<file path="src/sv/rbb_pkg.sv">
`timescale 1ns / 1ps
`default_nettype none
package rbb_pkg;

  // Defaults for the top-level parameters
  localparam int MAX_WINDOW_DEF = 64;
  localparam int PRICE_BITS_DEF = 32;

  // Fixed field widths
  localparam int WINDOW_BITS = 7;
  localparam int MULT_BITS   = 12;
  localparam int FRAC_BITS   = 8;
  localparam int MIDDLE_BITS = 32;
  localparam int BAND_BITS   = 36;

  // Configuration port
  localparam int CFG_INDEX_BITS = 8;
  localparam int CFG_DATA_BITS  = 16;

  localparam logic [CFG_INDEX_BITS-1:0] REG_WINDOW_LENGTH    = 8'd0;
  localparam logic [CFG_INDEX_BITS-1:0] REG_WIDTH_MULTIPLIER = 8'd1;

  localparam logic [WINDOW_BITS-1:0] WINDOW_RESET = 7'd20;
  localparam logic [MULT_BITS-1:0]   MULT_RESET   = 12'd512;

  // Controller to datapath
  typedef struct packed {
    logic start;
    logic rd_en;
    logic mul_load_pq;
    logic mul_load_ss;
    logic mul_step;
    logic mul_sub;
    logic mean_load;
    logic div_load;
    logic div_step;
    logic sqrt_load;
    logic sqrt_step;
    logic spread_load;
    logic bands_load;
    logic out_load;
  } cmd_t;

  // Datapath to controller
  typedef struct packed {
    logic enough;
    logic rd_last;
    logic pipe_busy;
    logic mul_done;
    logic iter_last;
    logic mean_busy;
    logic out_free;
  } status_t;

endpackage
`default_nettype wire

</file>
<file path="src/sv/rbb_ctrl.sv">
`timescale 1ns / 1ps
`default_nettype none
module rbb_ctrl
  import rbb_pkg::*;
(
  input  wire logic    clk,
  input  wire logic    rst,
  input  wire logic    price_valid,
  output logic         price_ready,
  input  wire status_t st,
  output cmd_t         cmd
);

  localparam logic [3:0] S_IDLE   = 4'd0;
  localparam logic [3:0] S_CHECK  = 4'd1;
  localparam logic [3:0] S_ACCUM  = 4'd2;
  localparam logic [3:0] S_DRAIN  = 4'd3;
  localparam logic [3:0] S_MUL_PQ = 4'd4;
  localparam logic [3:0] S_MUL_SS = 4'd5;
  localparam logic [3:0] S_DIV    = 4'd6;
  localparam logic [3:0] S_SQRT   = 4'd7;
  localparam logic [3:0] S_SPREAD = 4'd8;
  localparam logic [3:0] S_BANDS  = 4'd9;
  localparam logic [3:0] S_FINISH = 4'd10;

  logic [3:0] state;
  logic [3:0] state_next;

  assign price_ready = (state == S_IDLE);

  always_ff @(posedge clk) begin
    if (rst) begin
      state <= S_IDLE;
    end else begin
      state <= state_next;
    end
  end

  always_comb begin
    cmd        = '0;
    state_next = state;
    case (state)
      S_IDLE: begin
        if (price_valid) begin
          cmd.start  = 1'b1;
          state_next = S_CHECK;
        end
      end
      S_CHECK: begin
        state_next = st.enough ? S_ACCUM : S_FINISH;
      end
      S_ACCUM: begin
        cmd.rd_en = 1'b1;
        if (st.rd_last) begin
          state_next = S_DRAIN;
        end
      end
      S_DRAIN: begin
        // wait for the last squares to land in the accumulators
        if (!st.pipe_busy) begin
          cmd.mul_load_pq = 1'b1;
          cmd.mean_load   = 1'b1;
          state_next      = S_MUL_PQ;
        end
      end
      S_MUL_PQ: begin
        if (st.mul_done) begin
          cmd.mul_load_ss = 1'b1;
          state_next      = S_MUL_SS;
        end else begin
          cmd.mul_step = 1'b1;
        end
      end
      S_MUL_SS: begin
        if (st.mul_done) begin
          cmd.div_load = 1'b1;
          state_next   = S_DIV;
        end else begin
          cmd.mul_step = 1'b1;
          cmd.mul_sub  = 1'b1;
        end
      end
      S_DIV: begin
        cmd.div_step = 1'b1;
        if (st.iter_last) begin
          cmd.sqrt_load = 1'b1;
          state_next    = S_SQRT;
        end
      end
      S_SQRT: begin
        cmd.sqrt_step = 1'b1;
        if (st.iter_last) begin
          state_next = S_SPREAD;
        end
      end
      S_SPREAD: begin
        cmd.spread_load = 1'b1;
        state_next      = S_BANDS;
      end
      S_BANDS: begin
        if (!st.mean_busy) begin
          cmd.bands_load = 1'b1;
          state_next     = S_FINISH;
        end
      end
      S_FINISH: begin
        // hold until the output register is free
        if (st.out_free) begin
          cmd.out_load = 1'b1;
          state_next   = S_IDLE;
        end
      end
      default: begin
        state_next = S_IDLE;
      end
    endcase
  end

endmodule
`default_nettype wire

</file>
<file path="config.mk">
export PLATFORM = sky130hd
export DESIGN_NAME = rbb_ctrl
export DESIGN_NICKNAME = d
export VERILOG_FILES = /design/src/sv/rbb_pkg.sv /design/src/sv/rbb_ctrl.sv
export SDC_FILE = /design/constraint.sdc
export NUM_CORES = 1
export LEC_CHECK = 0
export ABC_AREA = 1
export BUFFER_PORTS_ARGS = -buffer_cell sky130_fd_sc_hd__buf_2
export CELL_PAD_IN_SITES_DETAIL_PLACEMENT = 1
export CELL_PAD_IN_SITES_GLOBAL_PLACEMENT = 2
export CORE_UTILIZATION = 18
export DETAILED_ROUTE_END_ITERATION = 7
export GPL_TIMING_DRIVEN = 0
export PLACE_DENSITY_LB_ADDON = 0.2
export SYNTH_ARGS = -nofsm -noshare
export SYNTH_HDL_FRONTEND = slang
export SYNTH_SLANG_ARGS = --single-unit
</file>
<file path="constraint.sdc">
create_clock -name clk -period 1.3 [get_ports clk]
set_input_delay 0.26 -clock clk [delete_from_list [all_inputs] [get_ports clk]]
set_output_delay 0.26 -clock clk [all_outputs]
set_load 0.02 [all_outputs]
</file>
==> metrics.cfg, run 1 <==
[run_status]
status = complete, but fails checks
failed_checks = setup timing

[sta]
hold_ws_ns = 0.209
tightest_slew_ns = 0.275
finalCritPeriodShare = 1.10
setup_violations = 16
max_clock_freq_ghz = 0.699
rsz0062_at_grt = yes
finalMaxSlewViolations = 0
period_needed_ns = 1.43
worst_slack_ns = -0.132
finClkSkew_ns = 0.00138
slew_headroom = 0.815
finalHoldViolations = 0

[floorplanning]
io_pins = 25
core_um2 = 2190
dieArea_um2 = 2520
start_util = 0.191
die_h_um = 50.2
rows = 17
die_w_um = 50.2

[final_layout]
drive_above_1_share = 0.678
antenna_cells = 0
area_growth_pct = 107
regArea_um2 = 95.1
stdcell_count = 143
fillers = 291
final_util = 0.394
multi_input_area_um2 = 388
largest_reg_flops = 4
nets = 127
top_register = state
top_regs = state x4

[synth]
synth.area.top_cells = dfxtp_1 19%, nor2_1 15%, nand2_1 13%
syn_inst = 78
syn_avg_cell_area_um2 = 5.36
ys_ff_latch = 4
syn_nets = 88
netlist.top_cell.by_area = dfxtp_1
synthArstFlopShare = 0
synth_edf_count = 0
ys_seq_area_frac = 0.192
yosys_warnings = 0
syn_area_um2 = 418
yosysTopAreaCellShare = 0.192
synth_cell_types = 17
synth_top_flop_cell = dfxtp_1

[critical_path]
path_cells = nor2_2 -> inv_2 -> nor3_1 -> buf_2
critPathMaxStageDelay_ns = 0.36
path_delay_family = flip-flops
cp_max_fo = 4
crit_buf_inv = 2
cp_data_arrival_time_ns = 1.17
cp.required_ns = 1.04
critical_path_class = reg2out
r2r_slack_ns = -0.02
endpoint_kind = output port
startpoint_type = flop
crit_slowest_cell = dfxtp_4

[global_routing]
grt_pass1_vias = 609
grt_pass1_wl_mm = 2.53
antenna_found_initial = 0
grt_max_degree = 7
track_usage = 0.135
grt_overflow = 0

[placement]
gp_congestion = 0.695
placedCellCount = 130
io_buffers = 24
dpl.hpwl_mm = 1.18

[job]
cap_violations = 0

[pwr]
intPower_mw = 0.884
p_sw_mw = 0.921
power_frac_seq = 0.179
p_per_area_nw_per_um2 = 2090
p_clk_frac = 0.084
combPwrFrac = 0.737
ir_worst_vdd_uv = 1060
total_power_mw = 1.81
switching_share = 0.510
power_leakage_nw = 0.432

[clock_tree]
clk-insertion-delay-late_ns = 0.23
clock_sinks = 4
root_buffer = clkbuf_4
clk_pin_slew_ns = 0.04
clock_path_buffers = 2
cts_tree = yes
cts-buffers-inserted = 3
htreeDepth = 1

[route]
wl_mm = 1.51
via_per_inst = 4.29
postRouteAntennaNets = 0
drc = 0
drt_first_iter_violations = 0
wl_per_cell_um = 10.5
vias = 613
drtPass1Iterations = 1

[hold_path]
hold_class = in2reg

final cells by class:
| type | instances | area share |
|---|---|---|
| tap | 28 | 0.0406 |
| timing repair buffer | 34 | 0.286 |
| multi-input combinational | 58 | 0.449 |
| clock buffer | 3 | 0.0261 |
| sequential | 4 | 0.110 |
| buffer | 1 | 0.00870 |
| inverter | 15 | 0.0797 |
worst paths after layout:
check	from	cells after the start	endpoint
worst min-delay path	rst	2	state[2]
worst max-delay path	state[0]	4	cmd[2]
worst max register to register	state[1]	10	state[0]
worst min register to register	state[1]	5	state[1]
what timing repair did:
action | in CTS | in global routing
setup endpoints to repair | 19 | 19
gates cloned | 0 | 0
buffers inserted | 10 | 1
pin swaps | 13 | 12
gates resized for setup | 44 | 17
hold buffers | 0 | 0
placed cells by master (no fill, tap or decap), drive strengths merged:
cell / instances
o31ai: 1
and3: 1
nor2: 22
nor4: 1
buf: 35
nand2: 17
dfxtp: 4
o21a: 1
o21ai: 3
clkbuf: 3
nor3: 4
a21oi: 2
inv: 15
nand3: 6
per-stage QoR:
stage                     setup WS, ns  area, um^2  TNS [ns]
after global placement          -0.215         597     -1.39
after CTS                       -0.150         805     -1.89
after global routing            -0.205         863     -2.59
after detailed placement        -0.230         597     -1.41
after floorplan                -0.0342         442   -0.0342
final                           -0.132         863     -1.16
synthesized netlist by cell type (2+ instances only):
library cell / n
nor2_1: 17
nor3_1: 4
nand2_1: 14
a21oi_1: 2
dfxtp_1: 4
nand2_2: 3
inv_1: 12
inv_2: 3
o21ai_0: 3
nand3_1: 6
nor2_2: 4
routing by layer:
metal  part of all wire  vias up  global-route usage  wire [um]
met5                  0        -                   0          0
met4              0.019        0              0.0714         29
met3              0.041        3              0.0242         61
li1                   -      320                   -          -
met1               0.43      276               0.166        649
met2               0.51       14               0.220        766
cell families after synthesis:
group / share of synthesized area
and+or+nand+nor: 0.560
buffers and inverters: 0.153
AOI/OAI and AO/OA: 0.0958
DFF: 0.192
power groups by stage:
stage | clock network, mW | registers (mW) | logic [mW]
5_1_grt | 0.169 | 0.334 | 1.48
2_1_floorplan | 0 | 0.229 | 0.654
4_1_cts | 0.164 | 0.317 | 1.24
6_report | 0.152 | 0.323 | 1.33
3_5_place_dp | 0 | 0.245 | 0.885
3_3_place_gp | 0 | 0.244 | 0.883
(Power assumes the default switching activity.)
==> run 2, diff against run 1 <==
--- a/config.mk
+++ b/config.mk
@@ -13,6 +13,7 @@
 export DETAILED_ROUTE_END_ITERATION = 7
 export GPL_TIMING_DRIVEN = 0
 export PLACE_DENSITY_LB_ADDON = 0.2
+export REMOVE_ABC_BUFFERS = 1
 export SYNTH_ARGS = -nofsm -noshare
 export SYNTH_HDL_FRONTEND = slang
 export SYNTH_SLANG_ARGS = --single-unit
==> run 2 against run 1 <==
Compared with the run above: the run still ends with setup timing left; combinational power fell by 5%; via count is 2.9% lower; largest power group unchanged; non-clock buffer count shrank 4; cell area down 3.9%.
==> metrics.cfg, run 2 (synthesis gave the netlist of run 1 again) <==
[run_status]
status = complete, but fails checks
failed_checks = setup timing

[clock_tree]
clock_path_buffers = 2  ; unchanged
cts_tree = yes
htreeDepth = 1  ; unchanged
holdBufCountCts = 0  ; unchanged
cts-buffers-inserted = 3  ; unchanged
clk-insertion-delay-late_ns = 0.23  ; about the same
clock_sinks = 4  ; unchanged
root_buffer = clkbuf_4
clk_pin_slew_ns = 0.03  ; about the same

[critical_path]
cp.required_ns = 1.04  ; about the same
crit_slowest_cell = dfxtp_4
cp_max_fo = 6  ; +2
critPathMaxStageDelay_ns = 0.39  ; +0.03 ns
crit_buf_inv = 2  ; unchanged
path_delay_family = flip-flops
path_cells = nand2_1 -> inv_2 -> nand2_2 -> nor2_4 -> buf_6
endpoint_kind = output port
startpoint_type = flop
critical_path_class = reg2out
cp_data_arrival_time_ns = 1.15  ; -0.02 ns

[placement]
pre_cts_slack_ns = -0.171  ; +0.0583 ns
placedCellCount = 129  ; -0.77%
gp_congestion = 0.715  ; +2.8%
dpl.hpwl_mm = 1.15  ; -2.1%
io_buffers = 24  ; unchanged

[global_routing]
grt_pass1_wl_mm = 2.44  ; -3.8%
grt_overflow = 0  ; unchanged
antenna_found_initial = 0  ; unchanged
grt_max_degree = 7  ; unchanged
track_usage = 0.123  ; -0.0115
grt_pass1_vias = 587  ; -3.6%

[final_layout]
final_cell_mix = 16 x buf_4, 11 x nand2_1, 10 x buf_2
largest_reg_flops = 4  ; unchanged
nets = 123  ; -3.1%
top_regs = state x4
top_register = state
antenna_cells = 0  ; unchanged
drive_above_1_share = 0.640  ; -0.0386
area_growth_pct = 98.5
layout_commonest_cell = buf_4
final_util = 0.379  ; -0.0154
stdcell_count = 139  ; -2.8%

[pwr]
power_leakage_nw = 0.410  ; -5.1%
p_per_area_nw_per_um2 = 2100  ; +0.25%
ir_worst_vdd_uv = 894  ; -15%

[sta]
finalHoldViolations = 0  ; unchanged
finalCritPeriodShare = 1.08  ; -0.0196
tightest_slew_ns = 0.258  ; -0.0173 ns
worst_slack_ns = -0.106  ; +0.0255 ns
period_needed_ns = 1.41  ; -0.0255 ns
finClkSkew_ns = 0.00138  ; -0.00000477 ns
setup_violations = 17  ; +1
rsz0062_at_grt = yes
slew_headroom = 0.827  ; +0.0116
max_clock_freq_ghz = 0.711  ; +1.8%
finalMaxSlewViolations = 0  ; unchanged
setup-tns-final_ns = -1.01  ; +0.148 ns

[route]
wl_per_cell_um = 10.8  ; +3.0%
vias = 595  ; -2.9%
drtPass1Iterations = 4  ; +3
postRouteAntennaNets = 0  ; unchanged
via_per_inst = 4.28  ; -0.14%
drc = 0  ; unchanged
wl_mm = 1.51  ; +0.13%
drt_first_iter_violations = 4  ; +4

[job]
cap_violations = 0  ; unchanged

[floorplanning]
rows = 17  ; unchanged
die_w_um = 50.2  ; unchanged
io_pins = 25  ; unchanged
die_h_um = 50.2  ; unchanged
dieArea_um2 = 2520  ; unchanged
start_util = 0.191  ; unchanged
core_um2 = 2190  ; unchanged

[hold_path]
hold_class = in2reg

-- run 2: changes by cell type in the layout (fill, tap and decap cells not counted), sizes merged --
| cell | previous run | this run |
|---|---|---|
| buf | 35 | 31 |
-- run 2: worst reg2reg max path: cells and delay by family, from the launching register on --
kind	cells	cell delay, ns
buffers and inverters	1	0.14
flip-flops	1	0.43
AND/OR/NAND/NOR	7	0.64
-- run 2: where the power goes --
| part | internal (mW) | switching [mW] | leakage (nW) |
|---|---|---|---|
| Clock | 0.103 | 0.0430 | 0.0138 |
| Sequential | 0.204 | 0.125 | 0.0356 |
| Combinational | 0.523 | 0.742 | 0.360 |
| Total | 0.829 | 0.910 | 0.410 |
-- run 2: path summary, 6_finish.rpt --
check	startpoint	to	slack, ns	cells after the start
max	state[1]	cmd[11]	-0.11	5
min	rst	state[2]	0.22	2
max reg2reg	state[2]	state[3]	-0.03	8
min reg2reg	state[3]	state[3]	0.63	4
-- run 2: repair_timing --
| item | CTS | global route |
|---|---|---|
| endpoints found under the hold margin | 0 | 0 |
| pin swaps | 8 | 6 |
| setup endpoints to repair | 18 | 18 |
| setup buffers | 6 | 1 |
| resized for setup | 42 | 25 |
-- run 2: area by class of cell --
type | instances | area [um^2]
fillers | 290 | 1360
multi-input cells | 58 | 377
repair buffers | 31 | 226
flip-flops and latches | 4 | 95.1
inverters | 15 | 73.8
well taps | 28 | 35.0
clock buffers | 3 | 22.5
-- run 2: metrics by stage --
stage / area [um^2] / hold WS [ns] / power [mW]
after floorplan: 410 / 0.329 / 0.852
after global placement: 566 / 0.451 / 1.10
after detailed placement: 566 / 0.464 / 1.09
after CTS: 736 / 0.209 / 1.58
after global routing: 830 / 0.212 / 1.89
final: 830 / 0.220 / 1.74
-- run 2: layer usage --
layer / routed length [um] / GRT usage / part of all wire
met4: 0 / 0.0429 / 0
met1: 635 / 0.150 / 0.42
met3: 38 / 0.0212 / 0.025
met2: 833 / 0.216 / 0.55
met5: 0 / 0 / 0
